`config.mk`:
```
export PLATFORM = sky130hd
export DESIGN_NAME = vector_lsu_request_generator
export DESIGN_NICKNAME = d
export VERILOG_FILES = /design/src/sv/vlsu_pkg.sv /design/src/sv/vector_lsu_request_generator.sv
export SDC_FILE = /design/constraint.sdc
export NUM_CORES = 2
export LEC_CHECK = 0
export ABC_AREA = 1
export BUFFER_PORTS_ARGS = -buffer_cell sky130_fd_sc_hd__buf_2
export CAP_MARGIN = 30
export CELL_PAD_IN_SITES_DETAIL_PLACEMENT = 2
export CELL_PAD_IN_SITES_GLOBAL_PLACEMENT = 2
export CORE_MARGIN = 5
export CORE_UTILIZATION = 40
export CTS_CLUSTER_DIAMETER = 200
export CTS_CLUSTER_SIZE = 16
export DETAILED_ROUTE_END_ITERATION = 6
export PLACE_DENSITY = 0.95
export SYNTH_ARGS = -nofsm -noshare
export SYNTH_HDL_FRONTEND = slang
export SYNTH_SLANG_ARGS = --single-unit
```
`constraint.sdc`:
```
create_clock -name i_clk -period 19.7 [get_ports i_clk]
set_clock_uncertainty 0.05 [all_clocks]
set_input_delay 0.985 -clock i_clk [delete_from_list [all_inputs] [get_ports i_clk]]
set_output_delay 0.985 -clock i_clk [all_outputs]
set_load 0.005 [all_outputs]
```
`src/sv/vlsu_pkg.sv`:
```
package vlsu_pkg;

    localparam int PORT_COUNT = 4;

    localparam int ADDR_W  = 32;
    localparam int REM_W   = 16;
    localparam int CNT_W   = 13;
    localparam int ELEM_W  = 12;
    localparam int SE_W    = 18;
    localparam int PORT_W  = 2;
    localparam int BYTES_W = 4;

    localparam logic [1:0] OP_LOAD  = 2'd0;
    localparam logic [1:0] OP_STORE = 2'd1;
    localparam logic [1:0] OP_ISSUE = 2'd2;

    localparam logic [1:0] MODE_UNIT    = 2'd0;
    localparam logic [1:0] MODE_STRIDED = 2'd1;
    localparam logic [1:0] MODE_INDEXED = 2'd2;

    localparam logic [1:0] LANE_LOG2_RESET = 2'd3;
    localparam logic [CNT_W-1:0] MAX_ELEMS = CNT_W'(4096);

    typedef struct packed {
        logic [1:0]             opcode;
        logic [ADDR_W-1:0]      base_addr;
        logic [CNT_W-1:0]       elem_count;
        logic [ELEM_W-1:0]      vstart;
        logic [1:0]             elem_size_log2;
        logic [1:0]             mode;
        logic [ADDR_W-1:0]      stride;
        logic [3:0]             port_ready;
        logic [3:0][ADDR_W-1:0] index_offset;
    } t_item;

    typedef struct packed {
        logic [ADDR_W-1:0]  addr;
        logic [BYTES_W-1:0] bytes;
        logic [ELEM_W-1:0]  first;
        logic               done;
    } t_res;

endpackage

```
`src/sv/vector_lsu_request_generator.sv`:
```
// Channel   | Valid       | Ready       | Payload
// ----------+-------------+-------------+---------------------------------------------
// input     | i_in_valid  | o_in_ready  | i_opcode .. i_index_offset_3
// result    | o_out_valid | i_out_ready | o_port, o_req_addr, o_req_bytes, o_first_elem,
//           |             |             | o_write, o_insn_done, o_last
// config    | i_cfg_we    | (none)      | i_cfg_wdata (lane_width_log2)
//
// An item waits in the input register; in the cycle it leaves, all of its
// requests are formed at once and written into a result buffer with one slot per port.
// The buffer drains one request per cycle while i_out_ready is high.
// Items of up to one request flow back to back, one per cycle, while i_out_ready is high.
// Reset is synchronous and active low; the block is idle with no access in flight.
// A stall on the result side holds the buffer and, once the input register is full,
// drops o_in_ready.
module vector_lsu_request_generator
    import vlsu_pkg::*;
(
    input  logic                 i_clk,
    input  logic                 i_rst_n,

    input  logic                 i_cfg_we,
    input  logic [1:0]           i_cfg_wdata,

    input  logic                 i_in_valid,
    output logic                 o_in_ready,
    input  logic [1:0]           i_opcode,
    input  logic [ADDR_W-1:0]    i_base_addr,
    input  logic [CNT_W-1:0]     i_elem_count,
    input  logic [ELEM_W-1:0]    i_vstart,
    input  logic [1:0]           i_elem_size_log2,
    input  logic [1:0]           i_mode,
    input  logic signed [31:0]   i_stride,
    input  logic [3:0]           i_port_ready,
    input  logic [ADDR_W-1:0]    i_index_offset_0,
    input  logic [ADDR_W-1:0]    i_index_offset_1,
    input  logic [ADDR_W-1:0]    i_index_offset_2,
    input  logic [ADDR_W-1:0]    i_index_offset_3,

    output logic                 o_out_valid,
    input  logic                 i_out_ready,
    output logic [PORT_W-1:0]    o_port,
    output logic [ADDR_W-1:0]    o_req_addr,
    output logic [BYTES_W-1:0]   o_req_bytes,
    output logic [ELEM_W-1:0]    o_first_elem,
    output logic                 o_write,
    output logic                 o_insn_done,
    output logic                 o_last
);

    // Configuration.
    logic [1:0]          r_lane;

    // Input register.
    logic                r_in_valid;
    t_item               r_in;

    // Access state.
    logic [ADDR_W-1:0]   r_cur;
    logic [REM_W-1:0]    r_rem;
    logic [ELEM_W-1:0]   r_next_elem;
    logic [CNT_W-1:0]    r_total;
    logic [ADDR_W-1:0]   r_stride;
    logic [ADDR_W-1:0]   r_stride3;
    logic [1:0]          r_mode;
    logic [1:0]          r_elog2;
    logic                r_write;
    logic                r_single;
    logic [CNT_W-1:0]    r_cnt [PORT_COUNT];

    // Result buffer, one slot per port.
    logic [PORT_COUNT-1:0] r_pend;
    t_res                r_res [PORT_COUNT];
    logic                r_res_write;

    // Request formation.
    logic [3:0]          lane_b;
    logic [3:0]          esize;
    logic [1:0]          ke;
    logic [3:0]          emask;
    logic [3:0]          unit;
    logic [3:0]          step;
    logic [ADDR_W-1:0]   stride_mult [4];
    logic [SE_W-1:0]     se [PORT_COUNT];
    logic [PORT_COUNT-1:0] elig;
    logic [1:0]          rank [PORT_COUNT];
    logic [PORT_COUNT-1:0] issue;
    logic [REM_W-1:0]    rem_after [PORT_COUNT];
    t_res                res_n [PORT_COUNT];
    logic [REM_W-1:0]    last_rem;
    logic [ADDR_W-1:0]   last_addr;
    logic [BYTES_W-1:0]  last_size;
    logic [ELEM_W-1:0]   last_first;

    // Output and flow control.
    logic [PORT_W-1:0]   sel;
    logic [PORT_COUNT-1:0] pend_rest;
    logic                adv;
    logic                is_start;
    logic                is_issue;
    logic [CNT_W-1:0]    start_cnt;
    logic [1:0]          start_mode;
    logic [3:0]          start_lane_mask;

    assign lane_b = 4'd1 << r_lane;
    assign esize  = 4'd1 << r_elog2;
    assign ke     = (r_lane > r_elog2) ? r_lane - r_elog2 : 2'd0;
    assign emask  = (4'd1 << ke) - 4'd1;
    assign unit   = (r_single || r_mode != MODE_UNIT) ? esize : lane_b;
    assign step   = unit >> r_elog2;

    assign stride_mult[0] = '0;
    assign stride_mult[1] = r_stride;
    assign stride_mult[2] = r_stride << 1;
    assign stride_mult[3] = r_stride3;

    assign is_start = (r_in.opcode == OP_LOAD) || (r_in.opcode == OP_STORE);
    assign is_issue = (r_in.opcode == OP_ISSUE);

    // Eligibility and rank: a port that can issue and is preceded by k such ports takes
    // the k-th slice of the remaining access.
    always_comb begin
        logic [1:0] acc;
        acc = '0;
        for (int p = 0; p < PORT_COUNT; p++) begin
            se[p] = SE_W'((SE_W'(r_cnt[p]) >> ke) << ke) * SE_W'(PORT_COUNT)
                  + (SE_W'(p) << ke) + SE_W'(r_cnt[p] & CNT_W'(emask));
            elig[p] = is_issue && r_in.port_ready[p]
                      && (!r_single || se[p] < SE_W'(r_total));
            rank[p] = acc;
            acc     = acc + 2'(elig[p]);
        end
    end

    always_comb begin
        logic [5:0]        ku;
        logic [REM_W-1:0]  avail;
        logic [3:0]        size;
        for (int p = 0; p < PORT_COUNT; p++) begin
            ku           = 6'(unit) * 6'(rank[p]);
            avail        = r_rem - REM_W'(ku);
            issue[p]     = elig[p] && (r_rem > REM_W'(ku));
            size         = (avail < REM_W'(unit)) ? avail[3:0] : unit;
            rem_after[p] = avail - REM_W'(size);
            res_n[p].bytes = size;
            res_n[p].done  = (rem_after[p] == '0);
            if (r_single) begin
                res_n[p].addr  = r_cur + (ADDR_W'(se[p]) << r_elog2);
                res_n[p].first = r_next_elem + se[p][ELEM_W-1:0];
            end else begin
                unique case (r_mode)
                    MODE_STRIDED: res_n[p].addr = r_cur + stride_mult[rank[p]];
                    MODE_INDEXED: res_n[p].addr = r_cur + r_in.index_offset[rank[p]];
                    default:      res_n[p].addr = r_cur + ADDR_W'(ku);
                endcase
                res_n[p].first = r_next_elem + ELEM_W'(6'(step) * 6'(rank[p]));
            end
        end
    end

    // The highest issuing port carries the state left behind by this item.
    always_comb begin
        last_rem   = r_rem;
        last_addr  = r_cur;
        last_size  = '0;
        last_first = r_next_elem;
        for (int p = 0; p < PORT_COUNT; p++) begin
            if (issue[p]) begin
                last_rem   = rem_after[p];
                last_addr  = res_n[p].addr;
                last_size  = res_n[p].bytes;
                last_first = res_n[p].first;
            end
        end
    end

    always_comb begin
        sel = '0;
        for (int p = PORT_COUNT - 1; p >= 0; p--) begin
            if (r_pend[p]) begin
                sel = PORT_W'(p);
            end
        end
    end

    assign pend_rest  = r_pend & (r_pend - PORT_COUNT'(1));
    assign adv        = r_in_valid && ((r_pend == '0) || ((pend_rest == '0) && i_out_ready));
    assign o_in_ready = !r_in_valid || adv;

    assign start_cnt       = (i_elem_count > MAX_ELEMS) ? MAX_ELEMS : i_elem_count;
    assign start_mode      = (r_in.mode == 2'd3) ? MODE_UNIT : r_in.mode;
    assign start_lane_mask = lane_b - 4'd1;

    assign o_out_valid  = (r_pend != '0);
    assign o_port       = sel;
    assign o_req_addr   = r_res[sel].addr;
    assign o_req_bytes  = r_res[sel].bytes;
    assign o_first_elem = r_res[sel].first;
    assign o_insn_done  = r_res[sel].done;
    assign o_write      = r_res_write;
    assign o_last       = (pend_rest == '0);

    always_ff @(posedge i_clk) begin
        if (!i_rst_n) begin
            r_lane <= LANE_LOG2_RESET;
        end else if (i_cfg_we) begin
            r_lane <= i_cfg_wdata;
        end
    end

    always_ff @(posedge i_clk) begin
        if (!i_rst_n) begin
            r_in_valid <= 1'b0;
        end else if (o_in_ready) begin
            r_in_valid <= i_in_valid;
        end
    end

    always_ff @(posedge i_clk) begin
        if (i_in_valid && o_in_ready) begin
            r_in.opcode          <= i_opcode;
            r_in.base_addr       <= i_base_addr;
            r_in.elem_count      <= start_cnt;
            r_in.vstart          <= i_vstart;
            r_in.elem_size_log2  <= i_elem_size_log2;
            r_in.mode            <= i_mode;
            r_in.stride          <= i_stride;
            r_in.port_ready      <= i_port_ready;
            r_in.index_offset[0] <= i_index_offset_0;
            r_in.index_offset[1] <= i_index_offset_1;
            r_in.index_offset[2] <= i_index_offset_2;
            r_in.index_offset[3] <= i_index_offset_3;
        end
    end

    always_ff @(posedge i_clk) begin
        if (!i_rst_n) begin
            r_cur       <= '0;
            r_rem       <= '0;
            r_next_elem <= '0;
            r_total     <= '0;
            r_stride    <= '0;
            r_stride3   <= '0;
            r_mode      <= MODE_UNIT;
            r_elog2     <= '0;
            r_write     <= 1'b0;
            r_single    <= 1'b0;
            for (int p = 0; p < PORT_COUNT; p++) begin
                r_cnt[p] <= '0;
            end
        end else if (adv) begin
            if (is_start && r_rem == '0) begin
                // A start while requests remain is dropped.
                r_cur       <= r_in.base_addr;
                r_next_elem <= r_in.vstart;
                r_total     <= r_in.elem_count;
                r_rem       <= REM_W'(r_in.elem_count) << r_in.elem_size_log2;
                r_stride    <= r_in.stride;
                r_stride3   <= r_in.stride + (r_in.stride << 1);
                r_mode      <= start_mode;
                r_elog2     <= r_in.elem_size_log2;
                r_write     <= (r_in.opcode == OP_STORE);
                r_single    <= (start_mode == MODE_UNIT)
                               && ((r_in.base_addr[3:0] & start_lane_mask) != 4'd0);
                for (int p = 0; p < PORT_COUNT; p++) begin
                    r_cnt[p] <= '0;
                end
            end else if (issue != '0) begin
                r_rem <= last_rem;
                if (r_single) begin
                    for (int p = 0; p < PORT_COUNT; p++) begin
                        if (issue[p]) begin
                            r_cnt[p] <= r_cnt[p] + CNT_W'(1);
                        end
                    end
                end else begin
                    r_next_elem <= last_first + ELEM_W'(last_size >> r_elog2);
                    if (r_mode == MODE_STRIDED) begin
                        r_cur <= last_addr + r_stride;
                    end else if (r_mode == MODE_UNIT) begin
                        r_cur <= last_addr + ADDR_W'(last_size);
                    end
                end
            end
        end
    end

    always_ff @(posedge i_clk) begin
        if (!i_rst_n) begin
            r_pend <= '0;
        end else if (adv) begin
            r_pend <= issue;
        end else if (o_out_valid && i_out_ready) begin
            r_pend <= pend_rest;
        end
    end

    always_ff @(posedge i_clk) begin
        if (adv) begin
            r_res_write <= r_write;
            for (int p = 0; p < PORT_COUNT; p++) begin
                if (issue[p]) begin
                    r_res[p] <= res_n[p];
                end
            end
        end
    end

    // The final request of an access is always the final one of its item.
    a_done_is_last: assert property (@(posedge i_clk) disable iff (!i_rst_n)
        (o_out_valid && o_insn_done) |-> o_last)
        else $error("insn_done on a request that is not the last of its item");

    // Requests of one item leave in rising port order with no gap.
    a_port_order: assert property (@(posedge i_clk) disable iff (!i_rst_n)
        (o_out_valid && i_out_ready && !o_last) |=> (o_out_valid && o_port > $past(o_port)))
        else $error("requests of one item out of port order");

    a_bytes_range: assert property (@(posedge i_clk) disable iff (!i_rst_n)
        o_out_valid |-> (o_req_bytes != '0 && o_req_bytes <= BYTES_W'(8)))
        else $error("request byte count out of range");

    // A held input item only leaves once the result buffer is empty or draining.
    a_no_overrun: assert property (@(posedge i_clk) disable iff (!i_rst_n)
        (r_in_valid && r_pend != '0 && !i_out_ready) |=> $stable(r_pend))
        else $error("result buffer changed while stalled");

endmodule
```
## Word level (Yosys, flattened, before mapping)

Memory sizes are Yosys's and may differ from the RTL's.
Cells that the tools add are included.

- Equality and inequality tests: 6
- Bitwise gates (word level): 17
- Muxes and demuxes: 115
- Reduce and logical (&&, ||, !) cells: 50
- Shift-type cells: 22
- $lt $le $gt $ge: 20
- Multiply operators: 6
- Add/sub/neg operators: 50
- Div/mod/pow operators: 0

Operator list:

| kind | count |
|---|---|
| two-way mux 32 bit | 24 |
| adder 32 bit | 13 |
| binary-select mux 32 bit (select 2 bit) | 5 |
| case mux 32 bit (2 select lines) | 3 |
| two-way mux 12 bit | 11 |
| << shifter 18 x 2 -> 32 bit | 4 |
| two-way mux 13 bit | 8 |
| two-way mux 16 bit | 6 |
| zero test 16 bit | 5 |
| adder 18 x 13 -> 18 bit | 4 |
| adder 18 bit | 4 |
| < comparator 18 x 13 -> 1 bit | 4 |
| << shifter 18 x 2 -> 16 bit | 4 |
| >> shifter 13 x 2 -> 18 bit | 4 |
| adder 32 x 6 -> 32 bit | 2 |
| < comparator 16 x 4 -> 1 bit | 4 |
| subtractor 16 x 4 -> 16 bit | 4 |
| adder 12 bit | 5 |
| adder 13 x 1 -> 13 bit (second input constant) | 4 |
| AND 13 x 4 -> 13 bit | 4 |
| two-way mux 4 bit | 11 |
| two-way mux 1 bit | 41 |
| << shifter 1 x 2 -> 18 bit (first input constant) | 2 |
| << shifter 2 x 2 -> 18 bit (first input constant) | 2 |
| 44 further kinds | 108 |

- Memories kept: 2
- Input port bits: 234
- Output and inout bits: 55
- Bits in latches: 0
- ROM bits: 0
- Register bits after elaboration: 378
- Word-level logic and storage cells: 314
- Memory bits (writable): 248

Memories:

| memory | depth | bits a word | rd ports | clocked after Yosys merged registers in | write ports | line | RTL |
|---|---|---|---|---|---|---|---|
| r_res | 4 | 49 | 1 | 0 | 4 | vector_lsu_request_generator.sv:72 | `t_res r_res [PORT_COUNT];` |
| r_cnt | 4 | 13 | 4 | 0 | 4 | vector_lsu_request_generator.sv:68 | `logic [CNT_W-1:0] r_cnt [PORT_COUNT];` |

## Depth between registers and ports, before layout

- Depth after elaboration: 25
- Gate-level depth with buffers: 92
- Depth with buffers taken out: 86

## Least setup slack after synthesis

Ideal clock, no wire load.

- Path type: register to register
- Start point: register r_elog2[1]
- End point: memory r_cnt[3][0], enable pin
- Stages on the path, launching flop included: 53
- Buffers on the path: 12
- Clock period less this slack: 12,828 ps
- Data required time: 19,294 ps
- Slack: 6,872 ps
- Setup time: 356 ps
- Arrival time: 12,423 ps
- Cell sequence: dfxtp_1 buf_2 clkinv_1 clkbuf_1 ha_1 nand2_1 nand2_1 nor2_1 clkbuf_1 buf_1 ha_1 xnor2_1 nor2_1 ha_1 ha_1 fa_1 nand2_1 nor2_2 [17 not listed] nor2_1 ha_1 fa_1 xnor2_1 ha_1 a21oi_1 nor2_1 nor2_1 nand2_1 o21ai_0 a31oi_1 nand2_1 buf_4 buf_2 nor2_1 nand2_1 clkbuf_1 nand2_1

RTL lines:

| what | line | RTL |
|---|---|---|
| start: declaration | vector_lsu_request_generator.sv:65 | `logic [1:0] r_elog2;` |
| start signal: assignment | vector_lsu_request_generator.sv:260 | `r_elog2 <= r_in.elem_size_log2;` |
| end: declaration | vector_lsu_request_generator.sv:68 |  |

## Worst setup path after layout

- Start point: register r_elog2[1]
- End point: register r_cur[25]

- Cells in the longest elaborated chain, start to end: 25

Ends and longest elaborated chain:

| what | line | RTL |
|---|---|---|
| parallel branches: the longest is 25 deep, another holds adder 18 bit | n/a |  |
| end signal: assignment | vector_lsu_request_generator.sv:253 | `r_cur <= r_in.base_addr;` |
| end signal: assignment | vector_lsu_request_generator.sv:278 | `r_cur <= last_addr + r_stride;` |
| end signal: assignment | vector_lsu_request_generator.sv:280 | `r_cur <= last_addr + ADDR_W'(last_size);` |
| end: declaration | vector_lsu_request_generator.sv:58 | `logic [ADDR_W-1:0] r_cur;` |

Several ways; the timed one is not identified. The select of a mux whose other input is x is not followed.
A chain may end at the register's enable or synchronous reset.

==> results.sh <==
export IMPL_most_common_layout_cells="nand2_1 (1562), inv_1 (829), o21ai_0 (735)"
export IMPL_vdd_drop_max_v=0.000107
export IMPL_grt_remaining_overflow=0
export IMPL_yosysUniqueCellTypes=82
export IMPL_synth_avg_cell_area_um2=7.28
export IMPL_slew_headroom_pct=20.2
export IMPL_status="complete, but fails checks"
export IMPL_setup_viol=0
export IMPL_fmax_mhz=59.2
export IMPL_clk_pin_slew_ns=0.09
export IMPL_start_util_pct=40.2
export IMPL_die_area_mm2=0.142
export IMPL_cts_resized_gates=0
export IMPL_die_w_um=376
export IMPL_drtPass1Iterations=7
export IMPL_critPathLaunchType="flip-flop"
export IMPL_area_delta_synth_final_pct=8.46
export IMPL_drv_slew=0
export IMPL_viasPerCell=6.46
export IMPL_grt_pass1_vias=62000
export IMPL_cts_root_buf="clkbuf_16"
export IMPL_crit_fanout=60
export IMPL_timing_rr_end="r_cur[25]"
export IMPL_post_cts_setup_buffers=0
export IMPL_grt_antenna_before_repair=18
export IMPL_min_to="o_write"
export IMPL_track_usage_pct=39.4
export IMPL_hp_class="reg -> reg"
export IMPL_routed_wl_um=292000
export IMPL_final_common_cell="nand2_1"
export IMPL_grt_start_max_net_pins=101
export IMPL_vias=60000
export IMPL_cts_buffer_depth=3
export IMPL_routabilityCongestion=1.04
export IMPL_powerDensity_mw_per_mm2=110
export IMPL_violations="design-rule violations"
export IMPL_rsz0062_at_grt="no"
export IMPL_synth_edff_count=463
export IMPL_leakage_nw=25.4
export IMPL_hold_buffers=0
export IMPL_criticalPathCategory="reg -> reg"
export IMPL_syn_inst=7373
export IMPL_netlist_area_mm2=0.0537
export IMPL_port_buffers=288
export IMPL_holdPathStages=0
export IMPL_grt_first_pass_wirelength_um=420000
export IMPL_final_setup_tns_ns=0
export IMPL_max_cap_violations=0
export IMPL_fillerInstances=15700
export IMPL_ant_nets=0
export IMPL_finalCritPeriodShare_pct=85.8
export IMPL_cts_tree="yes"
export IMPL_hold_viol=0
export IMPL_cts_sinks=625
export IMPL_r2r_slack_ns=2.80
export IMPL_first_iter_violations=7091
export IMPL_ys_top_cells_by_area="edfxtp_1 (26%), nand2_1 (11%), ha_1 (9.6%), o21ai_0 (6.9%), a21oi_1 (6.0%)"
export IMPL_cp_end_kind="flip-flop"
export IMPL_ys_seq_area_share_pct=32.0
export IMPL_drc=1
export IMPL_synth_top_cell_by_area="edfxtp_1"
export IMPL_wire_per_inst_um=31.5
export IMPL_finalCriticalPeriod_ns=16.90
export IMPL_ys_warn_count=0
export IMPL_worstPathRequired_ns=20.26
export IMPL_cts_max_level=2
export IMPL_clock_latency_ns=0.68
export IMPL_power_total_mw=6.39
export IMPL_worst_pin_slew_ns=1.18
export IMPL_hpwl_um=228000
export IMPL_synth_top_area_share_pct=25.9
export IMPL_cts_buffers=45
export IMPL_reg2reg_depth=62
export IMPL_core_mm2=0.133
export IMPL_die_y_um=376
export IMPL_timing_rr_start="r_elog2[1]"
export IMPL_critPathArrivalTime_ns=17.46
export IMPL_drive_gt1_share_pct=7.51
export IMPL_max_stage_delay_ns=0.66
export IMPL_cpMaxStageDelayCell="buf_4"
export IMPL_nNetsFinal=8146
export IMPL_ios=289
export IMPL_postSynth_asyncResetShare_pct=0
export IMPL_synth_flop_cell="edfxtp_1"
export IMPL_ys_seq_elements=625
export IMPL_hp_start="r_write"
export IMPL_fp_row_count=134
## synth_stat cells (34+ instances only)
cell type	instances
a211oi_1	66
a21oi_1	648
a31oi_1	42
buf_1	41
buf_2	53
clkbuf_1	231
dfxtp_1	162
edfxtp_1	463
fa_1	36
ha_1	410
inv_1	833
nand2_1	1568
nand3_1	349
nand4_1	67
nor2_1	550
nor3_1	102
o211ai_1	184
o21ai_0	735
o21ai_1	34
o22ai_1	112
xnor2_1	80
xor2_1	190
## registers in the layout, summed over array words and instances (netlist names), 13 cells and up
name / cells
r_in: 227
r_res: 196
r_cnt: 52
r_cur: 32
r_stride: 32
r_stride3: 31
r_rem: 16
r_total: 13
## cell type report
cell class              count  area, um^2  share of cell area, %
well taps                1768        2210                   3.80
diodes                      9        22.5                 0.0387
repair buffers            374        2190                   3.76
inverters                 861        3240                   5.57
flip-flops and latches    625       17200                   29.5
multi-input cells        5559       32100                   55.1
clock inverters             5        58.8                  0.101
clock buffers              77        1250                   2.14
## worst max-delay path, delay by kind of cell, from the launching register on
family                     cells  cell delay (ns)
and+or+nand+nor               21             3.77
xor gates and xnor gates       2             0.62
adders and majority gates     11             4.20
buffers and inverters          8             3.30
DFF                            1             0.33
AOI/OAI and AO/OA             20             4.42
## layer usage
layer  track usage (%)  routed length, um
met1              53.4             119000
met2              60.0             125000
met3              8.92              31900
met4              18.1              16100
met5                 0                 64
## worst max path at each step
stage,from,endpoint,slack (ns),cells after the start
6_report,r_elog2[1],r_cur[25],2.80,62
5_1_grt,r_elog2[1],r_cur[25],2.01,69
2_1_floorplan,r_elog2[1],r_cnt[3][0],6.87,52
4_1_cts,r_elog2[1],r_cur[25],3.42,62
3_5_place_dp,r_elog2[1],r_cur[25],3.78,61
3_3_place_gp,r_elog2[1],r_cur[25],4.78,61
## cells by family (layout without fill, tap and decap cells)
logic type	Yosys count	in the layout	synth area share, %
buf+inv	1193	1317	8.56
mux	11	11	0.205
flops	625	625	32.0
other cells	2	15	0.0140
simple gates	2775	2775	21.8
fa+ha+maj	446	446	10.9
compound gates	2049	2049	22.1
xor+xnor	272	272	4.47
## report_power, final
part           internal, mW  switching, mW  total [mW]
combinational          1.04           2.62        3.66
sequential             1.55          0.192        1.74
clock                 0.436          0.554       0.990
## per-stage QoR
stage	area [um^2]	hold WS (ns)	setup slack, ns	cells	utilization, %
final	58200	0.396	2.80	9278	43.6
after global routing	58200	0.417	2.01	9269	43.6
after CTS	58000	0.397	3.42	9262	43.5
after detailed placement	56700	0.406	3.78	9180	42.5
after global placement	56700	0.367	4.78	9176	42.5
after floorplan	53700	0.359	6.87	7377	-
Note: power is estimated with default switching activity, not from simulation.
